$ cat src/rtl/core/srctok_pkg.sv
// ---------------------------------------------------------------------------
// Source tokenizer package
// Shared types, codes and character helpers for the source tokenizer.
// ---------------------------------------------------------------------------
package srctok_pkg;

	localparam int WORD_BYTES = 8;
	localparam logic [11:0] LEN_CAP = 12'd4095;

	// Scan modes.
	localparam logic [2:0] M_IDLE     = 3'd0;
	localparam logic [2:0] M_IDENT    = 3'd1;
	localparam logic [2:0] M_NUMBER   = 3'd2;
	localparam logic [2:0] M_STRING   = 3'd3;
	localparam logic [2:0] M_OPER     = 3'd4;
	localparam logic [2:0] M_LINECMT  = 3'd5;
	localparam logic [2:0] M_BLOCKCMT = 3'd6;

	// Token kinds.
	localparam logic [5:0] K_EOF    = 6'd0;
	localparam logic [5:0] K_IDENT  = 6'd1;
	localparam logic [5:0] K_TYPE   = 6'd2;
	localparam logic [5:0] K_BOOL   = 6'd3;
	localparam logic [5:0] K_INT    = 6'd17;
	localparam logic [5:0] K_FLOAT  = 6'd18;
	localparam logic [5:0] K_STRING = 6'd19;
	localparam logic [5:0] K_ERROR  = 6'd46;

	// Configuration register indexes.
	localparam logic CFG_FIRST_LINE   = 1'b0;
	localparam logic CFG_FIRST_COLUMN = 1'b1;

	typedef struct packed {
		logic       op;
		logic [7:0] source_byte;
	} in_word_t;

	typedef struct packed {
		logic [5:0]  token_kind;
		logic [3:0]  word_index;
		logic [15:0] token_line;
		logic [15:0] token_column;
		logic [23:0] token_offset;
		logic [11:0] token_length;
		logic        last_of_run;
	} out_word_t;

	// Up to two tokens decided by one input word.
	typedef struct packed {
		logic      v0;
		logic      v1;
		out_word_t t0;
		out_word_t t1;
	} tok_pair_t;

	function automatic logic is_space(input logic [7:0] c);
		return c == 8'd32 || (c >= 8'd9 && c <= 8'd13);
	endfunction

	function automatic logic is_alpha(input logic [7:0] c);
		return (c >= "a" && c <= "z") || (c >= "A" && c <= "Z");
	endfunction

	function automatic logic is_digit(input logic [7:0] c);
		return c >= "0" && c <= "9";
	endfunction

	function automatic logic may_pair(input logic [7:0] c);
		return c == "=" || c == "+" || c == "-" || c == "*" || c == "!" ||
			c == "<" || c == ">" || c == "/";
	endfunction

	function automatic logic [5:0] single_kind(input logic [7:0] c);
		logic [5:0] k;
		case (c)
			";": k = 6'd22;
			",": k = 6'd23;
			"(": k = 6'd24;
			")": k = 6'd25;
			"{": k = 6'd26;
			"}": k = 6'd27;
			"[": k = 6'd28;
			"]": k = 6'd29;
			"&": k = 6'd35;
			"%": k = 6'd38;
			":": k = 6'd44;
			".": k = 6'd45;
			default: k = K_ERROR;
		endcase
		return k;
	endfunction

	function automatic logic [5:0] lone_kind(input logic [7:0] p);
		logic [5:0] k;
		case (p)
			"=": k = 6'd20;
			"+": k = 6'd30;
			"-": k = 6'd32;
			"*": k = 6'd35;
			"<": k = 6'd40;
			">": k = 6'd42;
			"/": k = 6'd37;
			default: k = K_ERROR;
		endcase
		return k;
	endfunction

	// Zero means no two-character operator.
	function automatic logic [5:0] pair_kind(input logic [7:0] p, input logic [7:0] c);
		logic [5:0] k;
		k = 6'd0;
		if (p == "=" && c == "=") k = 6'd21;
		if (p == "+" && c == "+") k = 6'd31;
		if (p == "-" && c == ">") k = 6'd33;
		if (p == "-" && c == "-") k = 6'd34;
		if (p == "*" && c == "*") k = 6'd36;
		if (p == "!" && c == "=") k = 6'd39;
		if (p == "<" && c == "=") k = 6'd41;
		if (p == ">" && c == "=") k = 6'd43;
		return k;
	endfunction

endpackage

$ cat src/rtl/core/srctok_word_match.sv
// ---------------------------------------------------------------------------
// Source tokenizer word match
// Parallel compare of a finished identifier against the 31 fixed words.
// ---------------------------------------------------------------------------
module srctok_word_match import srctok_pkg::*; (
	input  logic [63:0] prefix,
	input  logic [11:0] length,
	output logic [5:0]  kind,
	output logic [3:0]  index
);

	// Byte 0 of the word sits in the low byte of the prefix.
	function automatic logic hit(input logic [63:0] p, input logic [11:0] n,
		input logic [63:0] w, input logic [3:0] wl);
		return n == {8'd0, wl} && p == w;
	endfunction

	function automatic logic [63:0] pk(input string s);
		logic [63:0] r;
		r = '0;
		for (int i = 0; i < s.len(); i++) r[i*8 +: 8] = s[i];
		return r;
	endfunction

	always_comb begin
		kind = K_IDENT;
		index = 4'd0;
		if (hit(prefix, length, pk("let"), 4'd3)) kind = 6'd4;
		else if (hit(prefix, length, pk("fn"), 4'd2)) kind = 6'd5;
		else if (hit(prefix, length, pk("struct"), 4'd6)) kind = 6'd6;
		else if (hit(prefix, length, pk("return"), 4'd6)) kind = 6'd7;
		else if (hit(prefix, length, pk("for"), 4'd3)) kind = 6'd8;
		else if (hit(prefix, length, pk("while"), 4'd5)) kind = 6'd9;
		else if (hit(prefix, length, pk("if"), 4'd2)) kind = 6'd10;
		else if (hit(prefix, length, pk("else"), 4'd4)) kind = 6'd11;
		else if (hit(prefix, length, pk("switch"), 4'd6)) kind = 6'd12;
		else if (hit(prefix, length, pk("case"), 4'd4)) kind = 6'd13;
		else if (hit(prefix, length, pk("default"), 4'd7)) kind = 6'd14;
		else if (hit(prefix, length, pk("new"), 4'd3)) kind = 6'd15;
		else if (hit(prefix, length, pk("extern"), 4'd6)) kind = 6'd16;
		else if (hit(prefix, length, pk("true"), 4'd4)) begin kind = K_BOOL; index = 4'd1; end
		else if (hit(prefix, length, pk("false"), 4'd5)) kind = K_BOOL;
		else if (hit(prefix, length, pk("i8"), 4'd2)) kind = K_TYPE;
		else if (hit(prefix, length, pk("i16"), 4'd3)) begin kind = K_TYPE; index = 4'd1; end
		else if (hit(prefix, length, pk("i32"), 4'd3)) begin kind = K_TYPE; index = 4'd2; end
		else if (hit(prefix, length, pk("i64"), 4'd3)) begin kind = K_TYPE; index = 4'd3; end
		else if (hit(prefix, length, pk("u8"), 4'd2)) begin kind = K_TYPE; index = 4'd4; end
		else if (hit(prefix, length, pk("u16"), 4'd3)) begin kind = K_TYPE; index = 4'd5; end
		else if (hit(prefix, length, pk("u32"), 4'd3)) begin kind = K_TYPE; index = 4'd6; end
		else if (hit(prefix, length, pk("u64"), 4'd3)) begin kind = K_TYPE; index = 4'd7; end
		else if (hit(prefix, length, pk("f8"), 4'd2)) begin kind = K_TYPE; index = 4'd8; end
		else if (hit(prefix, length, pk("f16"), 4'd3)) begin kind = K_TYPE; index = 4'd9; end
		else if (hit(prefix, length, pk("f32"), 4'd3)) begin kind = K_TYPE; index = 4'd10; end
		else if (hit(prefix, length, pk("f64"), 4'd3)) begin kind = K_TYPE; index = 4'd11; end
		else if (hit(prefix, length, pk("bool"), 4'd4)) begin kind = K_TYPE; index = 4'd12; end
		else if (hit(prefix, length, pk("string"), 4'd6)) begin kind = K_TYPE; index = 4'd13; end
		else if (hit(prefix, length, pk("array"), 4'd5)) begin kind = K_TYPE; index = 4'd14; end
		else if (hit(prefix, length, pk("void"), 4'd4)) begin kind = K_TYPE; index = 4'd15; end
	end

endmodule

$ cat src/rtl/core/srctok_scan.sv
// ---------------------------------------------------------------------------
// Source tokenizer scanner
// Holds the scan state and decides the tokens caused by one input word.
// ---------------------------------------------------------------------------
module srctok_scan import srctok_pkg::*; (
	input  logic        clk,
	input  logic        arst_n,
	input  logic        step,
	input  in_word_t    in_word,
	input  logic        cfg_we,
	input  logic        cfg_idx,
	input  logic [15:0] cfg_val,
	output tok_pair_t   toks
);

	logic [2:0]  mode_q;
	logic [7:0]  pend_q;
	logic [63:0] prefix_q;
	logic [11:0] len_q;
	logic        dot_q;
	logic [15:0] sline_q, scol_q, cline_q, ccol_q, fline_q, fcol_q;
	logic [23:0] soff_q, coff_q;

	logic [5:0] wm_kind;
	logic [3:0] wm_idx;

	srctok_word_match u_match (
		.prefix(prefix_q),
		.length(len_q),
		.kind  (wm_kind),
		.index (wm_idx)
	);

	logic [2:0]  mode_d;
	logic [7:0]  pend_d;
	logic [63:0] prefix_d;
	logic [11:0] len_d;
	logic        dot_d;
	logic [15:0] sline_d, scol_d;
	logic [23:0] soff_d;
	logic [7:0]  c;
	logic        flush_v, begin_v, begin_tok;
	out_word_t   flush_t, begin_t;
	logic [11:0] len_inc;
	logic [5:0]  pk;

	assign c = in_word.source_byte;
	assign len_inc = (len_q < LEN_CAP) ? len_q + 12'd1 : len_q;

	// Token that the open scan would produce if closed now.
	always_comb begin
		flush_t = '0;
		flush_t.token_line = sline_q;
		flush_t.token_column = scol_q;
		flush_t.token_offset = soff_q;
		flush_t.token_length = len_q;
		flush_v = 1'b1;
		case (mode_q)
			M_IDENT: begin
				flush_t.token_kind = wm_kind;
				flush_t.word_index = wm_idx;
			end
			M_NUMBER: flush_t.token_kind = dot_q ? K_FLOAT : K_INT;
			M_STRING: flush_t.token_kind = K_STRING;
			M_OPER: begin
				flush_t.token_kind = lone_kind(pend_q);
				flush_t.token_length = 12'd1;
			end
			default: flush_v = 1'b0;
		endcase
	end

	// Next state and tokens.
	always_comb begin
		mode_d = mode_q;
		pend_d = pend_q;
		prefix_d = prefix_q;
		len_d = len_q;
		dot_d = dot_q;
		sline_d = sline_q;
		scol_d = scol_q;
		soff_d = soff_q;
		toks = '0;
		begin_v = 1'b0;
		begin_tok = 1'b0;
		begin_t = '0;
		pk = pair_kind(pend_q, c);
		if (in_word.op) begin
			toks.v0 = flush_v;
			toks.t0 = flush_t;
			toks.v1 = 1'b1;
			toks.t1.token_kind = K_EOF;
			toks.t1.token_line = cline_q;
			toks.t1.token_column = ccol_q;
			toks.t1.token_offset = coff_q;
		end else begin
			case (mode_q)
				M_IDENT: begin
					if (is_alpha(c) || is_digit(c) || c == "_") begin
						if (len_q < 12'(WORD_BYTES)) prefix_d[len_q[2:0]*8 +: 8] = c;
						len_d = len_inc;
					end else begin
						toks.v0 = 1'b1;
						toks.t0 = flush_t;
						begin_v = 1'b1;
					end
				end
				M_NUMBER: begin
					if (is_digit(c) || (c == "." && !dot_q)) begin
						if (c == ".") dot_d = 1'b1;
						len_d = len_inc;
					end else begin
						toks.v0 = 1'b1;
						toks.t0 = flush_t;
						begin_v = 1'b1;
					end
				end
				M_STRING: begin
					if (c == "\"") begin
						toks.v0 = 1'b1;
						toks.t0 = flush_t;
						mode_d = M_IDLE;
					end else begin
						len_d = len_inc;
					end
				end
				M_LINECMT: if (c == 8'd10) mode_d = M_IDLE;
				M_BLOCKCMT: begin
					if (dot_q && c == "/") begin
						mode_d = M_IDLE;
						dot_d = 1'b0;
					end else begin
						dot_d = (c == "*");
					end
				end
				M_OPER: begin
					if (pk != 6'd0) begin
						toks.v0 = 1'b1;
						toks.t0 = flush_t;
						toks.t0.token_kind = pk;
						toks.t0.token_length = 12'd2;
						mode_d = M_IDLE;
						pend_d = 8'd0;
					end else if (pend_q == "/" && c == "/") begin
						mode_d = M_LINECMT;
						pend_d = 8'd0;
					end else if (pend_q == "/" && c == "*") begin
						mode_d = M_BLOCKCMT;
						pend_d = 8'd0;
						dot_d = 1'b1;
					end else begin
						toks.v0 = 1'b1;
						toks.t0 = flush_t;
						begin_v = 1'b1;
					end
				end
				default: begin_v = 1'b1;
			endcase
			// Start a new token with this byte.
			if (begin_v) begin
				mode_d = M_IDLE;
				pend_d = 8'd0;
				dot_d = 1'b0;
				sline_d = cline_q;
				scol_d = ccol_q;
				soff_d = coff_q;
				if (is_space(c)) begin
				end else if (is_alpha(c) || c == "_") begin
					mode_d = M_IDENT;
					prefix_d = {56'd0, c};
					len_d = 12'd1;
				end else if (is_digit(c)) begin
					mode_d = M_NUMBER;
					len_d = 12'd1;
				end else if (c == "\"") begin
					mode_d = M_STRING;
					len_d = 12'd0;
				end else if (may_pair(c)) begin
					mode_d = M_OPER;
					pend_d = c;
				end else begin
					begin_tok = 1'b1;
					begin_t.token_kind = single_kind(c);
					begin_t.token_line = cline_q;
					begin_t.token_column = ccol_q;
					begin_t.token_offset = coff_q;
					begin_t.token_length = 12'd1;
				end
			end
			if (begin_tok) begin
				if (toks.v0) begin
					toks.v1 = 1'b1;
					toks.t1 = begin_t;
				end else begin
					toks.v0 = 1'b1;
					toks.t0 = begin_t;
				end
			end
		end
		// Mark the last token of the run.
		if (toks.v1) toks.t1.last_of_run = 1'b1;
		else if (toks.v0) toks.t0.last_of_run = 1'b1;
	end

	// State registers.
	always_ff @(posedge clk or negedge arst_n) begin
		if (!arst_n) begin
			mode_q <= M_IDLE;
			pend_q <= '0;
			prefix_q <= '0;
			len_q <= '0;
			dot_q <= 1'b0;
			sline_q <= '0;
			scol_q <= '0;
			soff_q <= '0;
			cline_q <= 16'd1;
			ccol_q <= 16'd1;
			coff_q <= '0;
			fline_q <= 16'd1;
			fcol_q <= 16'd1;
		end else if (cfg_we) begin
			if (cfg_idx == CFG_FIRST_LINE) begin
				fline_q <= cfg_val;
				if (coff_q == '0) cline_q <= cfg_val;
			end else begin
				fcol_q <= cfg_val;
				if (coff_q == '0) ccol_q <= cfg_val;
			end
		end else if (step) begin
			if (in_word.op) begin
				mode_q <= M_IDLE;
				pend_q <= '0;
				prefix_q <= '0;
				len_q <= '0;
				dot_q <= 1'b0;
				sline_q <= '0;
				scol_q <= '0;
				soff_q <= '0;
				cline_q <= fline_q;
				ccol_q <= fcol_q;
				coff_q <= '0;
			end else begin
				mode_q <= mode_d;
				pend_q <= pend_d;
				prefix_q <= prefix_d;
				len_q <= len_d;
				dot_q <= dot_d;
				sline_q <= sline_d;
				scol_q <= scol_d;
				soff_q <= soff_d;
				if (c == 8'd10) begin
					if (cline_q != 16'hFFFF) cline_q <= cline_q + 16'd1;
					ccol_q <= fcol_q;
				end else if (ccol_q != 16'hFFFF) begin
					ccol_q <= ccol_q + 16'd1;
				end
				if (coff_q != 24'hFFFFFF) coff_q <= coff_q + 24'd1;
			end
		end
	end

endmodule

$ cat src/rtl/core/srctok_out_queue.sv
// ---------------------------------------------------------------------------
// Source tokenizer output queue
// Four-entry FIFO: takes up to two tokens a cycle, gives one when out_ready.
// ---------------------------------------------------------------------------
module srctok_out_queue import srctok_pkg::*; (
	input  logic      clk,
	input  logic      arst_n,
	input  logic      push,
	input  tok_pair_t toks,
	output logic      room,
	output logic      out_valid,
	input  logic      out_ready,
	output out_word_t out_word
);

	out_word_t   mem_q [4];
	logic [1:0]  rd_q, wr_q;
	logic [2:0]  cnt_q;
	logic        pop, w0, w1;

	assign out_valid = cnt_q != 3'd0;
	assign out_word = mem_q[rd_q];
	assign pop = out_valid && out_ready;
	// Room for two more words whatever leaves this cycle.
	assign room = cnt_q <= 3'd2;
	assign w0 = push && (toks.v0 || toks.v1);
	assign w1 = push && toks.v0 && toks.v1;

	// Storage; a lone token always lands in the first free slot.
	always_ff @(posedge clk) begin
		if (w0) mem_q[wr_q] <= toks.v0 ? toks.t0 : toks.t1;
		if (w1) mem_q[wr_q + 2'd1] <= toks.t1;
	end

	always_ff @(posedge clk or negedge arst_n) begin
		if (!arst_n) begin
			rd_q <= '0;
			wr_q <= '0;
			cnt_q <= '0;
		end else begin
			if (pop) rd_q <= rd_q + 2'd1;
			wr_q <= wr_q + (w1 ? 2'd2 : (w0 ? 2'd1 : 2'd0));
			cnt_q <= cnt_q + (w1 ? 3'd2 : (w0 ? 3'd1 : 3'd0)) - {2'b0, pop};
		end
	end

endmodule

$ cat src/rtl/core/source_tokenizer_unit.sv
// ---------------------------------------------------------------------------
// Source tokenizer unit
// Streaming lexer: one source byte per word in, tokens out.
// ---------------------------------------------------------------------------
// One input word is taken per cycle while the four-word token queue has room
// for two tokens and no config write is offered; a word may produce up to two
// tokens, which leave one per cycle, so the sustained rate is one byte per
// cycle unless the token stream outruns the output side. The scan state
// registers update in the accepting cycle and tokens are readable from the queue on the next cycle.
module source_tokenizer_unit import srctok_pkg::*; (
	input  logic        clk,
	input  logic        arst_n,
	input  logic        in_valid,
	output logic        in_ready,
	input  in_word_t    in_data,
	output logic        out_valid,
	input  logic        out_ready,
	output out_word_t   out_data,
	input  logic        cfg_valid,
	output logic        cfg_ready,
	input  logic        cfg_index,
	input  logic [15:0] cfg_data
);

	tok_pair_t toks;
	logic      room, step, cfg_we;

	assign cfg_ready = 1'b1;
	assign cfg_we = cfg_valid;
	assign in_ready = room && !cfg_valid;
	assign step = in_valid && in_ready;

	srctok_scan u_scan (
		.clk    (clk),
		.arst_n (arst_n),
		.step   (step),
		.in_word(in_data),
		.cfg_we (cfg_we),
		.cfg_idx(cfg_index),
		.cfg_val(cfg_data),
		.toks   (toks)
	);

	srctok_out_queue u_queue (
		.clk      (clk),
		.arst_n   (arst_n),
		.push     (step),
		.toks     (toks),
		.room     (room),
		.out_valid(out_valid),
		.out_ready(out_ready),
		.out_word (out_data)
	);

endmodule
$ cat config.mk
export PLATFORM = sky130hd
export DESIGN_NAME = source_tokenizer_unit
export DESIGN_NICKNAME = d
export VERILOG_FILES = /design/src/rtl/core/srctok_pkg.sv /design/src/rtl/core/srctok_word_match.sv /design/src/rtl/core/srctok_scan.sv /design/src/rtl/core/srctok_out_queue.sv /design/src/rtl/core/source_tokenizer_unit.sv
export SDC_FILE = /design/constraint.sdc
export NUM_CORES = 1
export LEC_CHECK = 0
export ABC_AREA = 1
export BUFFER_PORTS_ARGS = -buffer_cell sky130_fd_sc_hd__buf_2
export CAP_MARGIN = 10
export CELL_PAD_IN_SITES_DETAIL_PLACEMENT = 0
export CELL_PAD_IN_SITES_GLOBAL_PLACEMENT = 1
export CORE_AREA = 2 2 336 205
export DETAILED_ROUTE_END_ITERATION = 10
export DIE_AREA = 0 0 338 207
export MAX_ROUTING_LAYER = met4
export PLACE_DENSITY = 0.85
export SYNTH_ARGS = -nofsm -noshare
export SYNTH_HDL_FRONTEND = slang
export SYNTH_SLANG_ARGS = --single-unit
$ cat constraint.sdc
create_clock -name clk -period 9.5 [get_ports clk]
set_clock_uncertainty 0.2 [all_clocks]
set_input_delay 0.95 -clock clk [delete_from_list [all_inputs] [get_ports clk]]
set_output_delay 0.95 -clock clk [all_outputs]
set_load 0.05 [all_outputs]
## Yosys cells after proc, flatten, opt, wreduce, memory -nomap -nowiden

Memories as Yosys holds them, arrays and structs flattened.
Index checks and enable logic that the tools add are counted.
W data, S select, Z words.

| storage, ports and cells | value |
|---|---|
| bits in latches | 0 |
| logic and storage cells | 433 |
| output and inout port bits | 82 |
| input port bits | 31 |
| memories kept | 1 |
| register bits | 239 |
| bits in read-only memories | 0 |
| RAM bits | 316 |

Memories:

| name | depth | width | read ports | clocked after Yosys merged registers in | wr ports | RTL line | text |
|---|---|---|---|---|---|---|---|
| u_queue.mem_q | 4 | 79 | 1 | 0 | 2 | srctok_out_queue.sv:16 | `out_word_t mem_q [4];` |

| cells by class | value |
|---|---|
| add/subtract/negate cells | 10 |
| shift-type cells | 2 |
| $mul | 0 |
| reductions and logical operators | 94 |
| bitwise logic cells | 2 |
| $lt $le $gt $ge | 11 |
| mux-type cells | 207 |
| div/mod/pow operators | 0 |
| equal/unequal tests | 90 |

Operator list:

| operator | number |
|---|---|
| $mux W79 | 9 |
| $eq A64 B22 Y1 const B | 9 |
| $mux W64 | 7 |
| $mux W68 | 6 |
| $eq A64 B31 Y1 const B | 5 |
| $eq A64 B47 Y1 const B | 5 |
| $pmux W79 S4 | 1 |
| $mux W16 | 17 |
| $eq A8 B6 Y1 const B | 26 |
| $eq A64 B14 Y1 const B | 3 |
| $eq A64 B23 Y1 const B | 3 |
| $eq A64 B39 Y1 const B | 3 |
| $mux W160 | 1 |
| $mux W12 | 11 |
| $mux W4 | 33 |
| $eq A64 B15 Y1 const B | 2 |
| $mux W24 | 4 |
| $mux W8 | 11 |
| $mux W87 | 1 |
| $mux W5 | 15 |
| $mux W6 | 12 |
| $pmux W6 S12 | 1 |
| $bwmux W64 | 1 |
| $eq A64 B55 Y1 const B | 1 |
| 62 further kinds | 229 |

## Depth between registers and ports, before layout

Gate-level depths: netlist of run 1.

| logic depth | value |
|---|---|
| depth after elaboration | 47 |
| mapped depth | 30 |
| mapped depth without buffers | 28 |

## Modules after synthesis

A second synthesis of run 1 with hierarchy kept.

| unflattened totals | value |
|---|---|
| cells, all modules | 4459 |
| area, all modules | 33708.6 µm² |

Modules (own cells, without submodules):

| module | times used | sequential area each (µm²) | area an instance (µm²) | cells an instance |
|---|---|---|---|---|
| srctok_out_queue | 1 | 9664.3 | 16417.0 | 1864 |
| srctok_scan | 1 | 5810.6 | 15449.8 | 2214 |
| srctok_word_match | 1 | 0.0 | 1806.7 | 374 |
| source_tokenizer_unit | 1 | 0.0 | 35.0 | 7 |

## Worst setup path before layout of run 1

OpenSTA, ideal clock, no wires.

| timing path | value |
|---|---|
| path type | in2reg |
| from | input in_data[3] (netlist name) |
| to | memory u_queue.mem_q[3][0] (netlist name) (enable) |
| path buffers | 3 |
| setup time | 0.424 ns |
| stages on the path | 23 |
| data required time | 8.876 ns |
| path slack | 3.827 ns |
| arrival | 5.049 ns |
| cells stage by stage | buf_4 > nand2_2 > nor2_1 > nand3_1 > inv_1 > nor2_2 > nand2_1 > o21ai_2 > a21oi_2 > nand2_4 > nand2_4 > inv_2 > nand2_2 > nand2_2 > inv_4 > buf_2 > ha_1 > nor2_1 > clkinv_1 > nor2_1 > clkinv_1 > clkbuf_1 > nand2_1 |

RTL lines:

| element | RTL line | text |
|---|---|---|
| from (decl) | source_tokenizer_unit.sv:15 | `input in_word_t in_data,` |
| to (decl) | srctok_out_queue.sv:16 |  |

==> results of run 1 <==
cells by family (layout without fill, tap and decap cells):
| group | Yosys count | in the layout |
|---|---|---|
| AND/OR/NAND/NOR | 2534 | 2534 |
| adder cells (fa/ha/maj) | 15 | 15 |
| XOR/XNOR | 14 | 14 |
| multiplexers | 1 | 1 |
| AO/OA/AOI/OAI | 793 | 793 |
| buffers and inverters | 702 | 716 |
| other | 1 | 2 |
| flip-flops | 555 | 555 |
power by group:
group          leakage, nW  total (mW)  internal, mW  switching (mW)
combinational         9.08        5.64          1.23            4.41
sequential            6.02        3.39          3.00           0.391
clock                0.899        2.33          1.31            1.02
metrics by stage:
| step | power (mW) | cells |
|---|---|---|
| final | 11.4 | 5542 |
| after floorplan | 7.19 | 4615 |
| after detailed placement | 8.92 | 5437 |
| after global placement | 8.88 | 5437 |
| after global routing | 12.0 | 5541 |
| after CTS | 11.2 | 5541 |
final cells by class:
class                      instances  area, sq um  share of cell area
multi-input combinational       3358        15600               0.432
timing repair buffer             149          851              0.0236
inverter                         463         1740              0.0484
clock buffer                      76         1530              0.0424
tap                              912         1140              0.0317
sequential                       555        14900               0.413
clock inverter                    28          332             0.00920
antenna                            1         2.50           0.0000694
cell usage in the layout (no fill, tap or decap), drive strengths merged, types with 4 or more instances in the layout:
cell type and n:
a211oi 6, nand3 214, nor2 551, bufinv 7
xor2 13, clkinv 27, inv 454, o211ai 34
buf 149, o21a 4, edfxtp 256, a31oi 16
dfstp 4, dfrtp 235, nor3b 5, o32ai 19
o31ai 10, clkbuf 76, nand2 1548, nor3 101
ha 14, o2111ai 10, a21oi 65, o21ai 433
dfxtp 60, nor4 37, o22ai 174, nand4 69
worst paths after layout:
path	from	endpoint	slack, ns	cells past startpoint
hold reg to reg	u_queue.cnt_q[2]	u_queue.cnt_q[2]	0.27	1
max in group asynchronous	arst_n	u_scan.sline_q[1]	7.37	2
setup reg to reg	u_scan.mode_q[2]	u_queue.mem_q[0][51]	3.87	18
setup / recovery	in_data[1]	u_queue.mem_q[0][51]	3.75	22
hold / removal	arst_n	u_scan.pend_q[7]	0.17	1
min in group clk	u_queue.cnt_q[2]	u_queue.cnt_q[2]	0.27	1
sequential cells by signal, indices dropped and copies added, names as in the netlist, 3 cells and up:
name,cells
u_queue.cnt_q,3
u_queue.mem_q,316
u_scan.fline_q,16
u_scan.soff_q,24
u_scan.mode_q,3
u_scan.scol_q,16
u_scan.cline_q,16
u_scan.prefix_q,64
u_scan.sline_q,16
u_scan.ccol_q,16
u_scan.len_q,12
u_scan.fcol_q,16
u_scan.coff_q,24
u_scan.pend_q,8
layer usage:
| layer | wire [um] | part of all wire | global-route usage | vias to the layer above |
|---|---|---|---|---|
| met5 | 0 | 0 | - | - |
| met4 | 2090 | 0.018 | 0.0647 | 0 |
| met3 | 15500 | 0.13 | 0.117 | 142 |
| met2 | 42800 | 0.37 | 0.412 | 1654 |
| met1 | 55200 | 0.48 | 0.531 | 14700 |
| li1 | - | - | - | 15200 |
==> out/metrics.yaml, run 1 <==
async_reset_ff_frac: 0.431
cts_resized: 0
initial_core_util: 0.493
fmax_mhz: 174
fillers: 6529
tns_ns: 0
synth_seq_cells: 555
cts_tree: "built"
slew_violations: 0
slowest_stage: "nand2_4"
worst_path_largest_cell_delay_ns: 0.84
netlist_area_sq_um: 33100
critPathArrivalTime_ns: 5.84
dr.pass1.iters: 6
peakVddDrop_v: 0.000192
leakage_nw: 16.0
gp_congestion: 1.01
syn-mean-instance-area_sq_um: 7.18
rows: 74
drive_above_1_share: 0.0760
clock_path_buffers: 3
synth-edff-count: 256
post-route-util: 0.537
grt_pass1_wl_um: 178000
ios: 113
worst-path-buf-inv: 7
rsz0062_at_grt: "false"
fin_crit_sh: 0.606
final_hold_viol_count: 0
dpl.hpwl_um: 76800
root_buffer: "clkbuf_16"
min_period_ns: 5.75
yosysSeqAreaShare: 0.449
via_per_inst: 5.72
placed_cell_area_sq_um: 34200
synthAdderAreaFrac: 0.00589
critPathKind: "in2reg"
coreArea_sq_um: 67100
post_drt_wl_per_cell_um: 20.9
synth_ff_type: "edfxtp_1"
tightest_slew_ns: 1.35
die_height_um: 207
synth_top_area_cell: "edfxtp_1"
drc: 0
ys_types: 64
synthXorXnorAreaFrac: 0.00370
worst_setup_path_start_kind: "input port"
required_ns: 9.59
path_clk_slew_ns: 0.06
post-synth-top-count-cell: "nand2_1"
drt_iter0_drc: 3672
hold_slack_ns: 0.168
overflow: 0
dp_slack_ns: 3.14
synth_top_family_by_area: "simple AND/OR/NAND/NOR gates"
drt_wl_total_um: 116000
grt.total_usage: 0.339
critPathMaxFanout: 40
cts_inserted_buffers: 55
setup_violations: 0
final_cell_area_sq_um: 36000
dr_total_vias: 31700
maxCapViolCount: 0
slew_headroom: 0.0933
die_x_um: 338
synth_area_leaders: "edfxtp_1 (23%), dfrtp_1 (18%), nand2_1 (17%)"
io_buffers: 111
yosys.area_share.simple: 0.320
insertion_delay_ns: 0.64
synthesis.nets: 4661
synth_compound_area_frac: 0.138
synth_top_area_frac: 0.232
cp-end-kind: "flip-flop"
die-area_sq_um: 70000
p_per_area_nw_per_um2: 315
syn_inst: 4615
hp-class: "in2async"
grt_pass1_vias: 28600
outcome: "finished, final reports clean"
postCtsSetupBuffers: 0
grt_max_degree: 106
area_delta_synth_final_pct: 8.83
crit_path_cell_trace: "buf_2 -> nor2_1 -> inv_1 -> nor2_1 -> a21oi_1 -> nor2_2 -> nand2_1 -> o21ai_2 -> a21oi_2 -> nand2_4 -> nand2_4 -> inv_2 -> nand2_2 -> nand2_2 -> inv_4 -> ha_1 -> nor2_1 -> clkinv_1 -> nor2_4 -> clkinv_1 -> nand2_4 -> buf_4"
synth_warnings: 0
ant_nets: 0
nets: 4628
path_delay_family: "simple AND/OR/NAND/NOR gates"
htree_levels: 2
grt_antenna_before_repair: 0
cts_hold_buf: 0
synth.mux.area_fraction: 0.000302
synth_common_cells: "nand2_1 (1536), nor2_1 (500), inv_1 (427)"
worst_slack_ns: 3.75
clock-sinks: 555
Power figures use the tool's default switching activity.
==> run 2, diff against run 1 <==
Settings changed: CORE_AREA 2 2 336 205 to 2 2 366 223, DIE_AREA 0 0 338 207 to 0 0 368 225, PLACE_DENSITY 0.85 to 0.77.
Clock period 9.5 ns to 5.2 ns, I/O delays scaled along.
==> run 2 against run 1 <==
  * Register-to-register slack worse by 3.4 ns
  * Combinational power is 90% higher
  * Sequential power is 83% higher
  * First-iteration DRC count is 23% higher
  * Sequential share of layout area is 0.93 points lower
  * Cell count is 3.8% higher
==> out/metrics.yaml, run 2 (same netlist as run 1, synthesis figures left out) <==
worstRegToRegCells: 19  # +1
cts_inserted_buffers: 56  # +1.8%
power_frac_comb: 0.506  # +0.010
root_buffer: "clkbuf_16"
slew_headroom: 0.221  # +0.127
peakVddDrop_v: 0.000413  # +120%
final_hold_viol_count: 0  # unchanged
dpl.hpwl_um: 84600  # +10%
coreArea_sq_um: 79100  # +18%
post_drt_wl_per_cell_um: 21.6  # +3.5%
drt_wl_total_um: 124000  # +7.4%
slew_violations: 0  # unchanged
cts_tree: "built"
fmax_mhz: 213
rsz0062_at_grt: "false"
p_switching_mw: 11.0  # +89%
die-area_sq_um: 82800  # +18%
worst_slack_ns: 0.496  # -3.25 ns
critPathArrivalTime_ns: 4.83  # -1.01 ns
clock-sinks: 555  # unchanged
via_per_inst: 5.60  # -2.1%
largest-register: "u_queue.mem_q"
diodes: 0  # -1
maxCapViolCount: 0  # unchanged
die_x_um: 368  # +8.9%
grt_pass1_vias: 29100  # +1.8%
clock_path_buffers: 3  # unchanged
seqPwrFrac: 0.292  # -0.007
final_cell_mix: "nand2_1 (1531), nor2_1 (491), inv_1 (424), o21ai_0 (424), edfxtp_1 (256)"
hp-class: "in2reg"
insertion_delay_ns: 0.65  # about the same
overflow: 0  # unchanged
ios: 113  # unchanged
rows: 80  # +8.1%
hold_slack_ns: 0.0375  # -0.131 ns
area_delta_synth_final_pct: 11.3
cp-end-kind: "flip-flop"
worst_setup_path_start_kind: "flip-flop"
tightest_slew_ns: 1.17  # -0.182 ns
drc: 0  # unchanged
min_period_ns: 4.70
dr_total_vias: 32200  # +1.7%
leakage_nw: 16.3  # +2.1%
outcome: "finished, final reports clean"
required_ns: 5.33  # -4.26 ns
nets: 4687  # +1.3%
reg_top3: "u_queue.mem_q x316, u_scan.prefix_q x64"
grt_antenna_before_repair: 1  # +1
grt.total_usage: 0.306  # -0.0338
fin_crit_sh: 0.905
tns_ns: 0  # unchanged
drt_iter0_drc: 4511  # +23%
critPathMaxFanout: 26  # -35%
grt_max_degree: 143  # +35%
largest_register_ffs: 316  # unchanged
dp_slack_ns: 0.532  # -2.60 ns
gp_congestion: 1.03  # +2.0%
htree_levels: 2  # unchanged
grt_pass1_wl_um: 189000  # +5.8%
drive_above_1_share: 0.0855  # +0.00950
io_buffers: 111  # unchanged
path_clk_slew_ns: 0.06  # about the same
setup_violations: 0  # unchanged
swShare: 0.517  # +0.00560
initial_core_util: 0.419  # -0.0745
critPathKind: "reg2reg"
final_common_cell: "nand2_1"
die_height_um: 225  # +8.7%
dr.pass1.iters: 6  # unchanged
p_int_mw: 10.2  # +85%
ant_nets: 0  # unchanged
p_per_area_nw_per_um2: 576  # +83%
power_frac_clock: 0.202  # -0.003
postCtsSetupBuffers: 0  # unchanged
whs_path_depth: 3
run 2: cell types whose count changed in the layout (fill, tap and decap cells not counted), sizes merged:
cell         before  now
diode             1    0
dlygate4sd3       0   11
clkbuf           76   81
bufinv            7    5
buf             149  196
clkinvlp          3    2
clkinv           27   26
run 2: final cells by class:
class / instances / area (sq um)
Clock inverter: 24 / 267
Fill cell: 8048 / 42200
Tap cell: 1066 / 1330
Sequential cell: 555 / 14900
Timing Repair Buffer: 207 / 1490
Multi-Input combinational cell: 3358 / 15600
Clock buffer: 81 / 1600
Inverter: 463 / 1740
run 2: worst paths after layout:
| kind | endpoint | slack, ns | startpoint |
|---|---|---|---|
| setup / recovery | u_queue.mem_q[3][62] | 0.50 | u_scan.mode_q[1] |
| max in group asynchronous | u_queue.rd_q[0] | 3.32 | arst_n |
| setup reg to reg | u_queue.mem_q[3][62] | 0.50 | u_scan.mode_q[1] |
| hold reg to reg | u_queue.mem_q[3][69] | 0.27 | u_queue.mem_q[3][69] |
| hold / removal | u_scan.cline_q[7] | 0.04 | cfg_data[7] |
| min in group asynchronous | u_scan.prefix_q[57] | 0.15 | arst_n |
run 2: per-layer routing:
metal  wire (um)  share of wire  up-vias  track usage
met5           0              0        -            -
met4        1330          0.011        0       0.0407
met3       15100           0.12      108       0.0816
met2       45200           0.36     1617        0.370
met1       62500           0.50    15200        0.497
li1            -              -    15300            -
run 2: stage by stage:
step / utilization / power [mW] / instance area, sq um / cells
4_1_cts: 0.466 / 21.0 / 36900 / 5754
5_1_grt: 0.466 / 22.3 / 36900 / 5754
3_5_place_dp: 0.441 / 16.7 / 34900 / 5638
3_3_place_gp: 0.441 / 16.7 / 34900 / 5638
6_report: 0.466 / 21.2 / 36900 / 5754
2_1_floorplan: - / 13.1 / 33100 / 4615
run 2: what timing repair did:
action,4_1_cts,5_1_grt
hold endpoints to repair,54,0
resized for setup,0,0
hold buffers,11,0
run 2: power groups by stage:
stage / Clock, mW / Combinational (mW) / Sequential [mW]
floorplan: 0 / 7.15 / 5.98
global placement: 0 / 10.4 / 6.26
detailed placement: 0 / 10.4 / 6.26
CTS: 4.32 / 10.5 / 6.18
global route: 4.50 / 11.5 / 6.32
finish: 4.28 / 10.7 / 6.21
run 2: critical path: stages (launching register included):
cell      delay [ns]
dfrtp_1         0.41
inv_1           0.14
nor2_1          0.09
nor2_1          0.60
nand2_1         0.45
inv_1           0.16
a21oi_2         0.09
nand2_4         0.13
nand2_4         0.09
inv_2           0.08
nand2_2         0.07
nand2_2         0.10
inv_4           0.06
ha_1            0.19
nor2_1          0.11
clkinv_1        0.29
nor2_4          0.22
clkinv_1        0.14
nand2_4         0.44
buf_4           0.33
